--- src/hdl/rob_pkg.sv ---
// rob_pkg: shared types and constants of the in-order release reorder buffer
// used by rob_cell, the top level and the port checker; no dependencies

package rob_pkg;

  localparam int unsigned SEQ_W       = 32;
  localparam int unsigned HDL_W       = 16;
  localparam int unsigned STATUS_W    = 2;
  localparam int unsigned MAX_RESULTS = 16;
  localparam int unsigned CNT_W       = $clog2(MAX_RESULTS + 1);

  typedef logic [STATUS_W-1:0] status_t;

  localparam status_t ST_RELEASED = 2'd0;
  localparam status_t ST_DUP      = 2'd1;
  localparam status_t ST_BEYOND   = 2'd2;

  // broadcast to every cell of the ring
  typedef struct packed {
    logic shift;  // rotate the ring by one position toward the head
    logic park;   // store the parked handle in the cell at park_pos
  } rob_ctl_t;

endpackage

--- src/hdl/in_order_release_reorder_buffer.sv ---
// in_order_release_reorder_buffer: top level, ring of rob_cell slots plus sequencer
// depends on rob_pkg and rob_cell
//
//   channel | direction | handshake         | payload
//   in_     | input     | in_valid/in_stall | seq_number, chunk_handle
//   out_    | output    | out_valid/out_stall | released_handle, released_seq,
//           |           |                   | status, last_of_run
//
// an item passes through an evaluate state, then a drain state that releases the run of
// chunks from the ring one by one, then a closing step in which the next item can already
// transfer. when the sequence number wraps with a window that is not a power of two,
// the ring rotates until its head lines up with the new slot.
// reset clears all slot valid bits at once; there is no clearing pass.
// a stalled output holds the sequencer once a second result is waiting.

module in_order_release_reorder_buffer #(
  parameter int unsigned WINDOW      = 16,
  parameter int unsigned HANDLE_BITS = 16
) (
  input  logic                            clk,
  input  logic                            rst_n,
  input  logic                            in_valid,
  output logic                            in_stall,
  input  logic [rob_pkg::SEQ_W-1:0]       in_seq_number,
  input  logic [rob_pkg::HDL_W-1:0]       in_chunk_handle,
  output logic                            out_valid,
  input  logic                            out_stall,
  output logic [rob_pkg::HDL_W-1:0]       out_released_handle,
  output logic [rob_pkg::SEQ_W-1:0]       out_released_seq,
  output logic [rob_pkg::STATUS_W-1:0]    out_status,
  output logic                            out_last_of_run
);

  import rob_pkg::*;

  localparam int unsigned SLOT_W = $clog2(WINDOW);

  localparam logic [1:0] S_IDLE  = 2'd0;
  localparam logic [1:0] S_EVAL  = 2'd1;
  localparam logic [1:0] S_DRAIN = 2'd2;

  logic [1:0]             state_r, state_nxt;
  logic [SEQ_W-1:0]       it_seq_r;
  logic [HANDLE_BITS-1:0] it_hdl_r;
  logic [SEQ_W-1:0]       ne_r;
  logic [SLOT_W-1:0]      ne_slot_r, ne_slot_nxt;
  logic [SLOT_W-1:0]      head_slot_r, head_slot_nxt;
  logic [CNT_W-1:0]       cnt_r, cnt_nxt;

  logic                   pend_vld_r;
  logic [HANDLE_BITS-1:0] pend_hdl_r;
  logic [SEQ_W-1:0]       pend_seq_r;
  status_t                pend_st_r;

  logic                   out_valid_r;
  logic [HDL_W-1:0]       out_hdl_r;
  logic [SEQ_W-1:0]       out_seq_r;
  status_t                out_st_r;
  logic                   out_last_r;

  logic [HANDLE_BITS+HDL_W-1:0] in_hdl_ext;
  logic [HANDLE_BITS-1:0]       in_hdl_k;
  logic [HDL_W+HANDLE_BITS-1:0] pend_hdl_ext;

  logic                   in_fire;
  logic                   out_free;
  logic                   go;
  logic [SEQ_W-1:0]       ahead;
  logic                   in_win;
  logic                   wrapped;
  logic [SLOT_W:0]        pos_diff;
  logic [SLOT_W:0]        pos_wrap;
  logic [SLOT_W-1:0]      pos;
  logic                   dup;
  logic                   aligned;
  logic                   head_vld;
  logic                   run_more;
  logic                   can_close;

  logic                   produce;
  logic                   finish;
  logic                   advance;
  logic                   shift;
  logic                   park;
  logic                   clr_head;
  logic [HANDLE_BITS-1:0] res_hdl;
  logic [SEQ_W-1:0]       res_seq;
  status_t                res_st;
  logic                   push;

  rob_ctl_t               cell_ctl;
  logic [WINDOW-1:0]      cell_vld;
  logic [HANDLE_BITS-1:0] cell_hdl [WINDOW];
  logic [WINDOW-1:0]      hit_vec;

  // handle width conversion, zero padded both ways
  assign in_hdl_ext   = {{HANDLE_BITS{1'b0}}, in_chunk_handle};
  assign in_hdl_k     = in_hdl_ext[HANDLE_BITS-1:0];
  assign pend_hdl_ext = {{HDL_W{1'b0}}, pend_hdl_r};

  assign out_free = !out_valid_r || !out_stall;
  assign go       = !pend_vld_r || out_free;

  assign ahead   = it_seq_r - ne_r;
  assign in_win  = (ahead < SEQ_W'(WINDOW));
  assign wrapped = (it_seq_r < ne_r);

  // slot offset from the head; past the 2^32 wrap the slot is the number itself
  assign pos_diff = {1'b0, it_seq_r[SLOT_W-1:0]} - {1'b0, ne_slot_r};
  assign pos_wrap = pos_diff[SLOT_W] ? pos_diff + (SLOT_W+1)'(WINDOW) : pos_diff;
  assign pos      = wrapped ? pos_wrap[SLOT_W-1:0] : ahead[SLOT_W-1:0];

  assign dup      = |hit_vec;
  assign aligned  = (head_slot_r == ne_slot_r);
  assign head_vld = cell_vld[0];
  assign run_more = head_vld && (cnt_r < CNT_W'(MAX_RESULTS));

  assign can_close = (state_r == S_DRAIN) && go && aligned && !run_more;
  assign in_stall  = !((state_r == S_IDLE) || can_close);
  assign in_fire   = in_valid && !in_stall;

  always_comb begin
    state_nxt = state_r;
    produce   = 1'b0;
    finish    = 1'b0;
    advance   = 1'b0;
    shift     = 1'b0;
    park      = 1'b0;
    clr_head  = 1'b0;
    res_hdl   = it_hdl_r;
    res_seq   = it_seq_r;
    res_st    = ST_RELEASED;
    cnt_nxt   = cnt_r;
    case (state_r)
      S_IDLE: begin
        if (in_fire) begin
          state_nxt = S_EVAL;
        end
      end
      S_EVAL: begin
        if (go) begin
          if (in_win) begin
            if (dup) begin
              produce = 1'b1;
              res_st  = ST_DUP;
            end else if (ahead == '0) begin
              produce = 1'b1;
              advance = 1'b1;
              shift   = 1'b1;
            end else begin
              park = 1'b1;
            end
          end else begin
            produce = 1'b1;
            res_st  = ahead[SEQ_W-1] ? ST_DUP : ST_BEYOND;
          end
          cnt_nxt   = produce ? CNT_W'(1) : '0;
          state_nxt = S_DRAIN;
        end
      end
      S_DRAIN: begin
        if (go) begin
          if (!aligned) begin
            shift = 1'b1;
          end else if (run_more) begin
            produce  = 1'b1;
            res_hdl  = cell_hdl[0];
            res_seq  = ne_r;
            clr_head = 1'b1;
            shift    = 1'b1;
            advance  = 1'b1;
            cnt_nxt  = cnt_r + CNT_W'(1);
          end else begin
            finish    = 1'b1;
            state_nxt = in_fire ? S_EVAL : S_IDLE;
          end
        end
      end
      default: begin
        state_nxt = S_IDLE;
      end
    endcase
  end

  // slot of next_expected restarts at zero when the number wraps
  always_comb begin
    ne_slot_nxt = ne_slot_r;
    if (advance) begin
      if (ne_r == '1) begin
        ne_slot_nxt = '0;
      end else if (ne_slot_r == SLOT_W'(WINDOW - 1)) begin
        ne_slot_nxt = '0;
      end else begin
        ne_slot_nxt = ne_slot_r + SLOT_W'(1);
      end
    end
  end

  always_comb begin
    head_slot_nxt = head_slot_r;
    if (shift) begin
      if (head_slot_r == SLOT_W'(WINDOW - 1)) begin
        head_slot_nxt = '0;
      end else begin
        head_slot_nxt = head_slot_r + SLOT_W'(1);
      end
    end
  end

  // the waiting result goes out once the next one or the end of the run is known
  assign push = pend_vld_r && (produce || finish);

  always_ff @(posedge clk) begin
    if (!rst_n) begin
      state_r     <= S_IDLE;
      ne_r        <= '0;
      ne_slot_r   <= '0;
      head_slot_r <= '0;
      cnt_r       <= '0;
      pend_vld_r  <= 1'b0;
      out_valid_r <= 1'b0;
    end else begin
      state_r     <= state_nxt;
      ne_slot_r   <= ne_slot_nxt;
      head_slot_r <= head_slot_nxt;
      cnt_r       <= cnt_nxt;
      if (advance) begin
        ne_r <= ne_r + SEQ_W'(1);
      end
      if (produce) begin
        pend_vld_r <= 1'b1;
      end else if (finish) begin
        pend_vld_r <= 1'b0;
      end
      if (push) begin
        out_valid_r <= 1'b1;
      end else if (!out_stall) begin
        out_valid_r <= 1'b0;
      end
    end
  end

  always_ff @(posedge clk) begin
    if (in_fire) begin
      it_seq_r <= in_seq_number;
      it_hdl_r <= in_hdl_k;
    end
    if (produce) begin
      pend_hdl_r <= res_hdl;
      pend_seq_r <= res_seq;
      pend_st_r  <= res_st;
    end
    if (push) begin
      out_hdl_r  <= pend_hdl_ext[HDL_W-1:0];
      out_seq_r  <= pend_seq_r;
      out_st_r   <= pend_st_r;
      out_last_r <= finish;
    end
  end

  assign cell_ctl.shift = shift;
  assign cell_ctl.park  = park;

  // ring: each cell takes its upper neighbor on a shift, the head wraps to the tail
  for (genvar gi = 0; gi < WINDOW; gi++) begin : g_cell
    logic                   nb_vld;
    logic [HANDLE_BITS-1:0] nb_hdl;
    if (gi == WINDOW - 1) begin : g_tail
      assign nb_vld = cell_vld[0] & ~clr_head;
      assign nb_hdl = cell_hdl[0];
    end else begin : g_body
      assign nb_vld = cell_vld[gi+1];
      assign nb_hdl = cell_hdl[gi+1];
    end
    rob_cell #(
      .IDX         (gi),
      .SLOT_W      (SLOT_W),
      .HANDLE_BITS (HANDLE_BITS)
    ) u_cell (
      .clk      (clk),
      .rst_n    (rst_n),
      .ctl      (cell_ctl),
      .park_pos (pos),
      .park_hdl (it_hdl_r),
      .nb_vld   (nb_vld),
      .nb_hdl   (nb_hdl),
      .vld      (cell_vld[gi]),
      .hdl      (cell_hdl[gi]),
      .hit      (hit_vec[gi])
    );
  end

  assign out_valid           = out_valid_r;
  assign out_released_handle = out_hdl_r;
  assign out_released_seq    = out_seq_r;
  assign out_status          = out_st_r;
  assign out_last_of_run     = out_last_r;

endmodule

--- src/hdl/rob_cell.sv ---
// rob_cell: one window slot of the reorder ring, holds a valid bit and a handle
// depends on rob_pkg for the control struct

module rob_cell #(
  parameter int unsigned IDX         = 0,
  parameter int unsigned SLOT_W      = 4,
  parameter int unsigned HANDLE_BITS = 16
) (
  input  logic                   clk,
  input  logic                   rst_n,
  input  rob_pkg::rob_ctl_t      ctl,
  input  logic [SLOT_W-1:0]      park_pos,
  input  logic [HANDLE_BITS-1:0] park_hdl,
  input  logic                   nb_vld,
  input  logic [HANDLE_BITS-1:0] nb_hdl,
  output logic                   vld,
  output logic [HANDLE_BITS-1:0] hdl,
  output logic                   hit
);

  logic                   vld_r;
  logic                   vld_nxt;
  logic [HANDLE_BITS-1:0] hdl_r;
  logic                   match;

  assign match = (park_pos == SLOT_W'(IDX));
  assign hit   = vld_r & match;
  assign vld   = vld_r;
  assign hdl   = hdl_r;

  always_comb begin
    vld_nxt = vld_r;
    if (ctl.shift) begin
      vld_nxt = nb_vld;
    end else if (ctl.park && match) begin
      vld_nxt = 1'b1;
    end
  end

  always_ff @(posedge clk) begin
    if (!rst_n) begin
      vld_r <= 1'b0;
    end else begin
      vld_r <= vld_nxt;
    end
  end

  always_ff @(posedge clk) begin
    if (ctl.shift) begin
      hdl_r <= nb_hdl;
    end else if (ctl.park && match) begin
      hdl_r <= park_hdl;
    end
  end

endmodule

--- config.mk ---
export PLATFORM = sky130hd
export DESIGN_NAME = in_order_release_reorder_buffer
export DESIGN_NICKNAME = d
export VERILOG_FILES = /design/src/hdl/rob_pkg.sv /design/src/hdl/in_order_release_reorder_buffer.sv /design/src/hdl/rob_cell.sv
export SDC_FILE = /design/constraint.sdc
export NUM_CORES = 1
export LEC_CHECK = 0
export ABC_AREA = 1
export BUFFER_PORTS_ARGS = -buffer_cell sky130_fd_sc_hd__buf_4
export CAP_MARGIN = 30
export CELL_PAD_IN_SITES_DETAIL_PLACEMENT = 0
export CELL_PAD_IN_SITES_GLOBAL_PLACEMENT = 1
export CORE_MARGIN = 4
export CORE_UTILIZATION = 48
export CTS_CLUSTER_DIAMETER = 50
export CTS_CLUSTER_SIZE = 28
export DETAILED_ROUTE_END_ITERATION = 12
export GPL_TIMING_DRIVEN = 0
export PLACE_DENSITY_LB_ADDON = 0.1
export SLEW_MARGIN = 10
export SYNTH_ARGS = -nofsm -noshare
export SYNTH_HDL_FRONTEND = slang
export SYNTH_SLANG_ARGS = --single-unit
--- constraint.sdc ---
create_clock -name clk -period 5.17 [get_ports clk]
set_input_delay 0.517 -clock clk [delete_from_list [all_inputs] [get_ports clk]]
set_output_delay 0.517 -clock clk [all_outputs]
set_load 0.05 [all_outputs]
Yosys cells after proc, flatten, opt, wreduce, memory -nomap -nowiden

Cells that the tools add are included.

Flip-flop bits (word level): 470
Output and inout bits: 53
Logic and storage cells: 284

$add $sub $neg: 7
Magnitude comparators: 3
Equal/unequal tests: 28
Mux-type cells: 124
Bitwise operators: 18
Reduce and logical (&&, ||, !) cells: 56

Operators by type and width:

| cell                                                                   | count |
|---|---|
| 16-bit two-way mux                                                     | 36 |
| 32-bit two-way mux                                                     | 4 |
| 1-bit two-way mux                                                      | 63 |
| 4-bit equality test (second input constant)                            | 10 |
| 2-bit nonzero test                                                     | 18 |
| 32-bit by 1-bit adder with 32-bit output (second input constant)       | 1 |
| 32-bit equality test (second input constant)                           | 1 |
| 32-bit zero test                                                       | 1 |
| 32-bit < comparator                                                    | 1 |
| 32-bit by 5-bit < comparator with 1-bit output (second input constant) | 1 |
| 32-bit subtractor                                                      | 1 |
| 1-bit logical AND                                                      | 22 |
| 4-bit two-way mux                                                      | 5 |
| 5-bit two-way mux                                                      | 4 |
| 1-bit bitwise AND                                                      | 17 |
| 4-bit by 3-bit equality test with 1-bit output (second input constant) | 4 |
| 16-bit OR reduction                                                    | 1 |
| 2-bit two-way mux                                                      | 7 |
| 4-bit by 1-bit adder with 4-bit output (second input constant)         | 3 |
| 2-bit inequality test (second input constant)                          | 6 |
| 5-bit one-hot mux with 2 select lines                                  | 1 |
| 5-bit AND reduction                                                    | 2 |
| 4-bit by 2-bit equality test with 1-bit output (second input constant) | 2 |
| 1-bit one-hot mux with 2 select lines                                  | 3 |
| other kinds (15)                                                       | 22 |

Logic depth before layout (Yosys ltp)

Gate-level depths: netlist of run 1.

Depth after elaboration: 16
Gate-level depth with buffers: 30
Depth with buffers taken out: 29

Hierarchy

Synthesis of run 1 repeated with hierarchy kept, for this count alone.

Cells, all modules: 2626
Area total of the unflattened synthesis: 23372.4 µm²

Modules (own cells, without submodules):

| module                            | instances | cells an instance | area an instance (µm²) |
|---|---|---|---|
| in_order_release_reorder_buffer   | 1         | 1338              | 11045.6 |
| rob_cell at g_cell[10].u_cell ... | 6         | 80                | 769.5 |
| rob_cell at g_cell[11].u_cell ... | 4         | 81                | 773.2 |
| rob_cell at g_cell[1].u_cell ...  | 4         | 81                | 770.7 |
| rob_cell at g_cell[0].u_cell ...  | 2         | 80                | 767.0 |

Least setup slack after synthesis of run 1

Ideal clock, no wire load.

Path type: reg2reg
From: register out_valid_r, in the netlist out_valid
To: register state_r[0]
Setup time: 0.086 ns
Arrival time: 3.997 ns
Required time: 5.084 ns
Setup slack: 1.088 ns
Stages on the path, launching flop included: 14
Path buffers: 0
Path through: dfxtp_1 nand2_1 nor2_1 inv_1 nand2_1 nor3_1 inv_1 nand2_1 inv_1 nor2_1 nand2_1 a21oi_1 nor2_1 a211oi_1

Cells in the longest elaborated chain, start to end: 13
Elaborated cells on any way between the ends: 17
Classes of those cells: eq/ne: 3; mux: 5; reduce/logical: 9

Ends and longest elaborated chain:

| what                                  | line                                   | text |
|---|---|---|
| start: declaration                    | in_order_release_reorder_buffer.sv:55  | `logic out_valid_r;` |
| start signal: assignment              | in_order_release_reorder_buffer.sv:221 | `out_valid_r <= 1'b0;` |
| start signal: assignment              | in_order_release_reorder_buffer.sv:236 | `out_valid_r <= 1'b1;` |
| start signal: assignment              | in_order_release_reorder_buffer.sv:238 | `out_valid_r <= 1'b0;` |
| 1-bit zero test *                     | in_order_release_reorder_buffer.sv:101 | `assign out_free = !out_valid_r \|\| !out_stall;` |
| 1-bit logical OR *                    | in_order_release_reorder_buffer.sv:101 |  |
| 1-bit logical OR *                    | in_order_release_reorder_buffer.sv:102 | `assign go = !pend_vld_r \|\| out_free;` |
| 1-bit logical AND * (3 in a row)      | in_order_release_reorder_buffer.sv:118 | `assign can_close = (state_r == S_DRAIN) && go && aligned && !run_more;` |
| 1-bit logical OR *                    | in_order_release_reorder_buffer.sv:119 | `assign in_stall = !((state_r == S_IDLE) \|\| can_close);` |
| 1-bit logical AND *                   | in_order_release_reorder_buffer.sv:120 | `assign in_fire = in_valid && !in_stall;` |
| net in_fire                           | in_order_release_reorder_buffer.sv:65  | `logic in_fire;` |
| 1-bit two-way mux                     | in_order_release_reorder_buffer.sv:175 | `state_nxt = in_fire ? S_EVAL : S_IDLE;` |
| 2-bit two-way mux                     | in_order_release_reorder_buffer.sv:165 | `end else if (run_more) begin` |
| 2-bit two-way mux                     | in_order_release_reorder_buffer.sv:163 | `if (!aligned) begin` |
| 2-bit two-way mux                     | in_order_release_reorder_buffer.sv:162 | `if (go) begin` |
| 2-bit one-hot mux with 3 select lines | in_order_release_reorder_buffer.sv:134 | `case (state_r)` |
| end signal: assignment                | in_order_release_reorder_buffer.sv:223 | `state_r <= state_nxt;` |
| end: declaration                      | in_order_release_reorder_buffer.sv:42  | `logic [1:0] state_r, state_nxt;` |

Mark *: on every way through the listed nets, which the timed path passes. The rest lies on a longest branch. The select of a mux whose other input is x is not followed.
A chain may end at the register's enable or synchronous reset.

Final worst setup path of run 1

From: register it_seq_r[0]
To: register g_cell[14].u_cell.hdl_r[6] (enable)

Cells in the longest elaborated chain, start to end: 13
Elaborated cells on any way between the ends: 53
Classes of those cells: add/sub: 3; order compare: 2; eq/ne: 15; mux: 12; bitwise: 16; reduce/logical: 5

Ends and longest elaborated chain:

| what                                                                         | line                                   | text |
|---|---|---|
| start: declaration                                                           | in_order_release_reorder_buffer.sv:43  | `logic [SEQ_W-1:0] it_seq_r;` |
| start signal: assignment                                                     | in_order_release_reorder_buffer.sv:245 | `it_seq_r <= in_seq_number;` |
| 4-bit by 4-bit subtractor with 5-bit output                                  | in_order_release_reorder_buffer.sv:109 | `assign pos_diff = {1'b0, it_seq_r[SLOT_W-1:0]} - {1'b0, ne_slot_r};` |
| 4-bit by 1-bit adder with 4-bit output                                       | in_order_release_reorder_buffer.sv:110 | `assign pos_wrap = pos_diff[SLOT_W] ? pos_diff + (SLOT_W+1)'(WINDOW) : pos_diff;` |
| 4-bit two-way mux                                                            | in_order_release_reorder_buffer.sv:110 |  |
| 4-bit two-way mux                                                            | in_order_release_reorder_buffer.sv:111 | `assign pos = wrapped ? pos_wrap[SLOT_W-1:0] : ahead[SLOT_W-1:0];` |
| 4-bit by 1-bit equality test with 1-bit output, or another cell as far along | rob_cell.sv:26                         | `assign match = (park_pos == SLOT_W'(IDX));` |
| 1-bit bitwise AND                                                            | rob_cell.sv:27                         | `assign hit = vld_r & match;` |
| 16-bit OR reduction                                                          | in_order_release_reorder_buffer.sv:113 | `assign dup = \|hit_vec;` |
| 1-bit two-way mux                                                            | in_order_release_reorder_buffer.sv:143 | `if (dup) begin` |
| 1-bit two-way mux                                                            | in_order_release_reorder_buffer.sv:142 | `if (in_win) begin` |
| 1-bit two-way mux                                                            | in_order_release_reorder_buffer.sv:141 | `if (go) begin` |
| 1-bit two-way mux                                                            | in_order_release_reorder_buffer.sv:134 |  |
| 1-bit logical AND                                                            | rob_cell.sv:51                         | `end else if (ctl.park && match) begin` |
| 2-bit nonzero test (no line) *                                               | --                                     |  |
| end signal: assignment                                                       | rob_cell.sv:50                         | `hdl_r <= nb_hdl;` |
| end signal: assignment                                                       | rob_cell.sv:52                         | `hdl_r <= park_hdl;` |
| end: declaration                                                             | rob_cell.sv:23                         | `logic [HANDLE_BITS-1:0] hdl_r;` |

Every way passes the cells marked *; elsewhere a longest branch is shown, timed or not.

==> Flow_metrics.wiki, run 1 <==
{| class="wikitable"
! Metric !! Value
|-
| Startpoint of the tightest hold check path || in_seq_number[25]
|-
| Number of cells traversed by the worst register-to-register path || 23
|-
| Worst setup startpoint || it_seq_r[0]
|-
| Fraction of final layout cells with drive strength greater than 1 || 12.2%
|-
| Total CTS buffers || 45
|-
| Period utilisation layout || 91.9%
|-
| Core outline area || 44100 um2
|-
| Average cell area after synthesis || 9.80 um2
|-
| Nets in the synthesized netlist || 2282
|-
| Number of hold violations in the final report || 0
|-
| Sequential-to-total area share from yosys stat || 62.9%
|-
| Leakage power figure || 9.47 nW
|-
| Num ports || 105
|-
| Clock slew at reported path FFs || 0.08 ns
|-
| Number of library cell types mapped by synthesis || 39
|-
| Maximum fanout along the worst path || 17
|-
| Number of buffers on the longest clock path || 3
|-
| Slew at the pin with the worst max-slew slack || 0.884 ns
|-
| Fin crit period || 4.75 ns
|-
| Die H || 219 um
|-
| Vias per cell || 5.22
|-
| Worst Setup End Kind || flip-flop
|-
| Largest net degree at the start of global routing || 52
|-
| Dominant cell type by area after synthesis || sky130_fd_sc_hd__edfxtp_1
|-
| Worst clock skew on the final layout || 0.0348 ns
|-
| Library cell with the highest instance count after synthesis || sky130_fd_sc_hd__nand2_1
|-
| Worst setup path category || reg2reg
|-
| Initial core utilization || 48.5%
|-
| H-Tree Level Count || 2
|-
| Initial antenna violation count || 0
|-
| Instance count of the mapped netlist || 2184
|-
| Post-route setup slack || 0.418 ns
|-
| Fraction of registers with async set or reset after synthesis || 0%
|-
| Number of enable-type register cells in the synthesized netlist || 405
|-
| Setup violations, final || 0
|-
| Hold crit path type || in2reg
|-
| Final wirelength || 56.6 mm
|-
| Remaining global-route overflow || 0
|-
| First-pass GRT wire length || 87.4 mm
|-
| Max capacitance violation total || 0
|-
| Total Neg Setup Slack || 0 ns
|-
| Clock tree from TritonCTS || built
|-
| Synthesized cell area || 21400 um2
|-
| Filler Cell Count || 3987
|-
| Setup repair after global routing missed its margin || false
|-
| First-pass iteration count of the detailed router || 5
|-
| Routability-driven placement congestion ratio || 0.903
|-
| Most used standard cells in the synthesized netlist || 829 x sky130_fd_sc_hd__nand2_1, 405 x sky130_fd_sc_hd__edfxtp_1, 161 x sky130_fd_sc_hd__nor2_1
|-
| Largest voltage drop on the vdd net || 265 uV
|-
| Max frequency || 210 MHz
|-
| DRC marker count from the first detailed-route iteration || 1066
|-
| IO Port Bufs || 104
|-
| Cell Pwr Density || 369 nW/um2
|-
| Biggest area contributors in the synthesized netlist || sky130_fd_sc_hd__edfxtp_1 57%, sky130_fd_sc_hd__nand2_1 15%, sky130_fd_sc_hd__dfxtp_1 6.1%
|-
| Headroom to the max-slew limit || 40.5%
|-
| R2r startpoint || it_seq_r[0]
|-
| Number of nets still failing antenna checks after routing || 0
|-
| Number of global-route vias before repair || 15431
|-
| Critical path arrival || 4.96 ns
|-
| Latest clock arrival within the worst-skew pair || 0.60 ns
|-
| Number of warning messages in the yosys log || 0
|-
| Number of design rule violations left after detail routing || 0
|-
| FF+latch count, synth || 470
|-
| Die ar. || 48000 um2
|-
| Layout overhead on the synthesized area || 14.6%
|-
| Setup slack at placement || 0.178 ns
|-
| HPWL Detailed || 42.9 mm
|-
| Average wire length per cell after detail routing || 19.1 um
|-
| CP startpoint kind || flip-flop
|-
| Count of inserted antenna diode cells || 0
|-
| CTS Sinks || 470
|-
| Synth top area share || 56.8%
|-
| Root buffer cell || sky130_fd_sc_hd__clkbuf_16
|-
| Max Transition Viols Final || 0
|-
| Row Count || 77
|-
| Dominant register cell in the synthesized netlist || sky130_fd_sc_hd__edfxtp_1
|-
| Net count of the finished layout || 2435
|-
| Required @ worst endpoint || 5.38 ns
|-
| Global Route Usage Sum || 23.6%
|-
| Via count || 15484
|-
| Cell depth of the worst hold path || 1
|-
| Chip Width || 219 um
|-
| Status || complete, no violations
|-
| Number of buffers added to fix hold violations after cts || 0
|}
## logic make-up (layout without fill, tap and decap cells)
kind of cell	count (synthesis)	after routing	synth area share, %
compound gates	191	191	4.70
xor+xnor	42	42	1.72
fa+ha+maj	46	46	2.76
buf+inv	224	413	4.75
flops	470	470	62.9
simple gates	1211	1211	23.2
## routing by layer
metal | global-route usage [%] | wire, um | part of all wire, % | up-vias
met1 | 29.8 | 24200 | 43 | 7488
met4 | 6.85 | 1590 | 2.8 | 0
met2 | 42.3 | 28900 | 51 | 313
met3 | 3.48 | 2000 | 3.5 | 80
li1 | - | - | - | 7603
met5 | 0 | 0 | 0 | -
## sequential cells by signal (all words and copies together) (netlist names)
| signal | cells |
|---|---|
| out_released_handle | 16 |
| pend_hdl_r | 16 |
| cnt_r | 5 |
| head_slot_r | 4 |
| it_hdl_r | 16 |
| state_r | 2 |
| g_cell.u_cell.vld | 16 |
| out_status | 2 |
| it_seq_r | 32 |
| ne_r | 32 |
| out_released_seq | 32 |
| out_last_of_run | 1 |
| out_valid | 1 |
| ne_slot_r | 4 |
| pend_seq_r | 32 |
| pend_vld_r | 1 |
| g_cell.u_cell.hdl | 256 |
| pend_st_r | 2 |
## power breakdown
group	internal [W]	switching [W]	total (W)
Sequential	0.00435	0.0000707	0.00442
Combinational	0.000367	0.000864	0.00123
Clock	0.00184	0.00155	0.00340
Total	0.00656	0.00249	0.00905
## path summary, 6_finish.rpt
| kind | to | slack [ns] |
|---|---|---|
| setup / recovery | g_cell[14].u_cell.hdl[6] | 0.42 |
| hold / removal | it_seq_r[25] | 0.1 |
| setup reg to reg | g_cell[14].u_cell.hdl[6] | 0.42 |
| hold reg to reg | out_released_handle[15] | 0.41 |
## what timing repair did
item / CTS / global route
endpoints found under the hold margin: 0 / 0
buffers inserted: 0 / 0
resized for setup: 0 / 12
endpoints found under the setup margin: 0 / 186
## through the flow
stage	hold slack (ns)	util, %	cell area [um2]	power (W)	std cells
global placement	0.403	51.9	22900	0.00572	2880
floorplan	0.400	-	21400	0.00531	2184
finish	0.0977	55.6	24500	0.00905	2965
global route	0.0659	55.6	24500	0.00945	2965
detailed placement	0.405	52.1	23000	0.00574	2882
CTS	0.0632	55.5	24500	0.00913	2965
## critical path, stage by stage, from the launching register on
cell	delay [ns]
sky130_fd_sc_hd__edfxtp_1	0.35
sky130_fd_sc_hd__inv_1	0.13
sky130_fd_sc_hd__ha_1	0.17
sky130_fd_sc_hd__inv_1	0.07
sky130_fd_sc_hd__fa_1	0.39
sky130_fd_sc_hd__nand2_1	0.12
sky130_fd_sc_hd__nand2_1	0.14
sky130_fd_sc_hd__nand2_1	0.13
sky130_fd_sc_hd__o21bai_1	0.14
sky130_fd_sc_hd__nand2_1	0.09
sky130_fd_sc_hd__nand2_1	0.13
sky130_fd_sc_hd__xnor2_1	0.19
sky130_fd_sc_hd__nand3_1	0.09
sky130_fd_sc_hd__nor2_1	0.14
sky130_fd_sc_hd__nand4_1	0.18
sky130_fd_sc_hd__nor2_1	0.13
sky130_fd_sc_hd__nand2_1	0.09
sky130_fd_sc_hd__nor2_1	0.33
sky130_fd_sc_hd__and2_1	0.23
sky130_fd_sc_hd__nand2_1	0.10
sky130_fd_sc_hd__nand2_2	0.10
sky130_fd_sc_hd__nand2_2	0.14
sky130_fd_sc_hd__buf_6	0.21
sky130_fd_sc_hd__nand2_1	0.58
## layout make-up
type	count	area (um2)	share of cell area, %
multi-input combinational	1490	6960	28.4
sequential	470	13500	54.9
buffer	76	460	1.88
timing repair buffer	106	821	3.35
clock buffer	51	1170	4.77
inverter	148	558	2.28
tap	592	741	3.02
clock inverter	32	345	1.41
## cells in the final DEF (no fill, tap or decap), drive strengths merged, types with 2 or more instances in the layout
cell type,instances
dfxtp,65
nor3,33
or2,5
nand3b,7
clkinv,17
nand3,96
nand4,33
bufinv,3
o21ai,105
inv,159
edfxtp,405
o21bai,6
clkbuf,73
nor3b,4
a21oi,72
buf,160
a21o,3
nor2,163
nor4,9
a211oi,2
and2,4
xnor2,9
nand2,856
ha,44
fa,2
xor2,33
Power figures use the tool's default switching activity.
==> run 2: changes to the inputs <==
--- a/config.mk
+++ b/config.mk
@@ -16,7 +16,7 @@
 export CTS_CLUSTER_SIZE = 28
 export DETAILED_ROUTE_END_ITERATION = 12
 export GPL_TIMING_DRIVEN = 0
-export PLACE_DENSITY_LB_ADDON = 0.1
+export PLACE_DENSITY = 0.91
 export SLEW_MARGIN = 10
 export SYNTH_ARGS = -nofsm -noshare
 export SYNTH_HDL_FRONTEND = slang
==> Flow_metrics.wiki, run 2 (synthesized netlist as in run 1, its figures left out) <==
{| class="wikitable"
! Metric !! Value
|-
| Latest clock arrival within the worst-skew pair || 0.60 ns (about the same)
|-
| Number of global-route vias before repair || 15565 (+0.87%)
|-
| Via count || 15988 (+3.3%)
|-
| Status || complete, no violations
|-
| Critical path arrival || 5.18 ns (+0.22 ns)
|-
| Final Core Density || 55.6% (about the same)
|-
| Area used by sequential logic in the layout || 13500 um2 (unchanged)
|-
| Worst clock skew on the final layout || 0.0382 ns (+0.00333 ns)
|-
| Layout overhead on the synthesized area || 14.6% (about the same)
|-
| First-pass GRT wire length || 87.2 mm (-0.23%)
|-
| Fraction of final layout cells with drive strength greater than 1 || 11.9% (-0.31 points)
|-
| Required @ worst endpoint || 5.39 ns (about the same)
|-
| Root buffer cell || sky130_fd_sc_hd__clkbuf_16
|-
| Kind of cell adding the most delay to the critical path || simple AND/OR/NAND/NOR gates
|-
| Total CTS buffers || 41 (-8.9%)
|-
| Finished layout cell area || 24500 um2 (about the same)
|-
| Initial core utilization || 48.5% (unchanged)
|-
| Setup violations, final || 0 (unchanged)
|-
| CP startpoint kind || flip-flop
|-
| Num ports || 105 (unchanged)
|-
| Global Route Usage Sum || 23.5% (-0.13 points)
|-
| Final wirelength || 56.3 mm (-0.53%)
|-
| Slowest cell delay on critical path || 0.67 ns (+0.09 ns)
|-
| DRC marker count from the first detailed-route iteration || 1775 (+67%)
|-
| Comb pwr share || 14.1% (+0.5 points)
|-
| Number of nets still failing antenna checks after routing || 0 (unchanged)
|-
| Setup slack at placement || 0.221 ns (+0.0432 ns)
|-
| IO Port Bufs || 104 (unchanged)
|-
| Switching power of the nets || 0.00263 W (+5.7%)
|-
| Worst Setup End Kind || flip-flop
|-
| Switching share of total power || 28.9% (+1.4 points)
|-
| CTS Sinks || 470 (unchanged)
|-
| Buffer count from post-CTS setup fixing || 0 (unchanged)
|-
| Fin crit period || 4.96 ns (+0.210 ns)
|-
| Cell Pwr Density || 371 nW/um2 (+0.48%)
|-
| Critical path's most frequent cell || sky130_fd_sc_hd__nand2_1
|-
| H-Tree Level Count || 2 (unchanged)
|-
| Max capacitance violation total || 0 (unchanged)
|-
| Period utilisation layout || 96.0% (+4.1 points)
|-
| Row Count || 77 (unchanged)
|-
| Clock tree from TritonCTS || built
|-
| Maximum fanout along the worst path || 17 (unchanged)
|-
| Number of design rule violations left after detail routing || 0 (unchanged)
|-
| Slew at the pin with the worst max-slew slack || 1.06 ns (+0.173 ns)
|-
| Count of inserted antenna diode cells || 0 (unchanged)
|-
| First-pass iteration count of the detailed router || 6 (+1)
|-
| Total power || 0.00910 W (+0.53%)
|-
| Remaining global-route overflow || 0 (unchanged)
|-
| Worst setup path category || reg2reg
|-
| Average wire length per cell after detail routing || 19.0 um (-0.33%)
|-
| HPWL Detailed || 41.4 mm (-3.5%)
|-
| Die ar. || 48000 um2 (unchanged)
|-
| Max Transition Viols Final || 0 (unchanged)
|-
| Post-DP Area || 23000 um2 (+0.11%)
|-
| Filler Cell Count || 3853 (-3.4%)
|-
| Routability-driven placement congestion ratio || 0.925 (+2.4%)
|-
| Sequential share of power || 48.6% (-0.2 points)
|-
| Multi-input combinational cell area || 6940 um2 (-0.22%)
|-
| Max frequency || 202 MHz (-4.2%)
|-
| Die H || 219 um (unchanged)
|-
| Chip Width || 219 um (unchanged)
|-
| Headroom to the max-slew limit || 29.0% (-12 points)
|-
| Net count of the finished layout || 2432 (-0.12%)
|-
| Worst path slowest cell || sky130_fd_sc_hd__nand2_1
|-
| Number of flip-flops under the largest register name || 256 (unchanged)
|-
| Internal power summed over all cells || 0.00646 W (-1.4%)
|-
| Power share of the clock group || 37.2% (-0.3 points)
|-
| Initial antenna violation count || 0 (unchanged)
|-
| Clock slew at reported path FFs || 0.09 ns (about the same)
|-
| Largest net degree at the start of global routing || 33 (-37%)
|-
| Core outline area || 44100 um2 (unchanged)
|-
| Most frequent cells in the layout || 823 x sky130_fd_sc_hd__nand2_1, 405 x sky130_fd_sc_hd__edfxtp_1, 160 x sky130_fd_sc_hd__nor2_1
|-
| Largest voltage drop on the vdd net || 265 uV (-0.15%)
|-
| Count of buffering cells on the critical path with inverters included || 3 (unchanged)
|-
| Setup repair after global routing missed its margin || true
|-
| Hold crit path type || in2reg
|-
| Leading cell type in the layout, fill and taps excluded || sky130_fd_sc_hd__nand2_1
|-
| Vias per cell || 5.40 (+3.5%)
|-
| Number of buffers on the longest clock path || 3 (unchanged)
|-
| Leakage power figure || 9.47 nW (about the same)
|-
| Post-route setup slack || 0.208 ns (-0.210 ns)
|-
| Total Neg Setup Slack || 0 ns (unchanged)
|-
| Number of hold violations in the final report || 0 (unchanged)
|}
run 2: cell types whose count changed in the layout (fill, tap and decap cells not counted), sizes merged:
| cell | change |
|---|---|
| clkbuf | -6 |
| bufinv | -1 |
| buf | +1 |
| clkinv | -2 |
| clkinvlp | -1 |
| inv | +3 |
run 2: layout make-up:
cell class / count / area share [%]
multi-input cells: 1490 / 28.3
repair buffers: 107 / 3.46
inverters: 148 / 2.26
flip-flops and latches: 470 / 54.9
clock inverters: 31 / 1.78
plain buffers: 76 / 1.88
well taps: 592 / 3.02
clock buffers: 45 / 4.42
run 2: per-stage QoR:
stage	hold WS [ns]	std cells
2_1_floorplan	0.400	2184
3_3_place_gp	0.402	2880
3_5_place_dp	0.405	2883
4_1_cts	0.0686	2959
5_1_grt	0.0780	2959
6_report	0.0943	2959
run 2: path summary, 6_finish.rpt:
path                                    startpoint                        to  slack [ns]  depth (start not counted)
worst max register to register         it_seq_r[0]  g_cell[10].u_cell.hdl[1]        0.21                         27
worst min-delay path            in_chunk_handle[4]               it_hdl_r[4]        0.09                          1
worst min register to register       pend_hdl_r[8]    out_released_handle[8]        0.42                          0
worst max-delay path                   it_seq_r[0]  g_cell[10].u_cell.hdl[1]        0.21                         27
run 2: power groups by stage:
stage | clock network (W) | logic [W] | registers (W)
floorplan | 0 | 0.000780 | 0.00453
CTS | 0.00344 | 0.00126 | 0.00442
global placement | 0 | 0.00121 | 0.00452
finish | 0.00339 | 0.00129 | 0.00443
global route | 0.00359 | 0.00141 | 0.00444
detailed placement | 0 | 0.00125 | 0.00451
run 2: timing repair:
action	in CTS	in global routing
hold buffers	0	0
setup endpoints to repair	0	180
resized for setup	0	6
run 2: routing by layer:
| metal | vias up | GRT usage, % | wire length (um) |
|---|---|---|---|
| met5 | - | 0 | 0 |
| met4 | 0 | 5.92 | 1030 |
| met3 | 67 | 5.12 | 5590 |
| met2 | 690 | 33.8 | 23600 |
| met1 | 7634 | 36.3 | 26200 |
| li1 | 7597 | - | - |
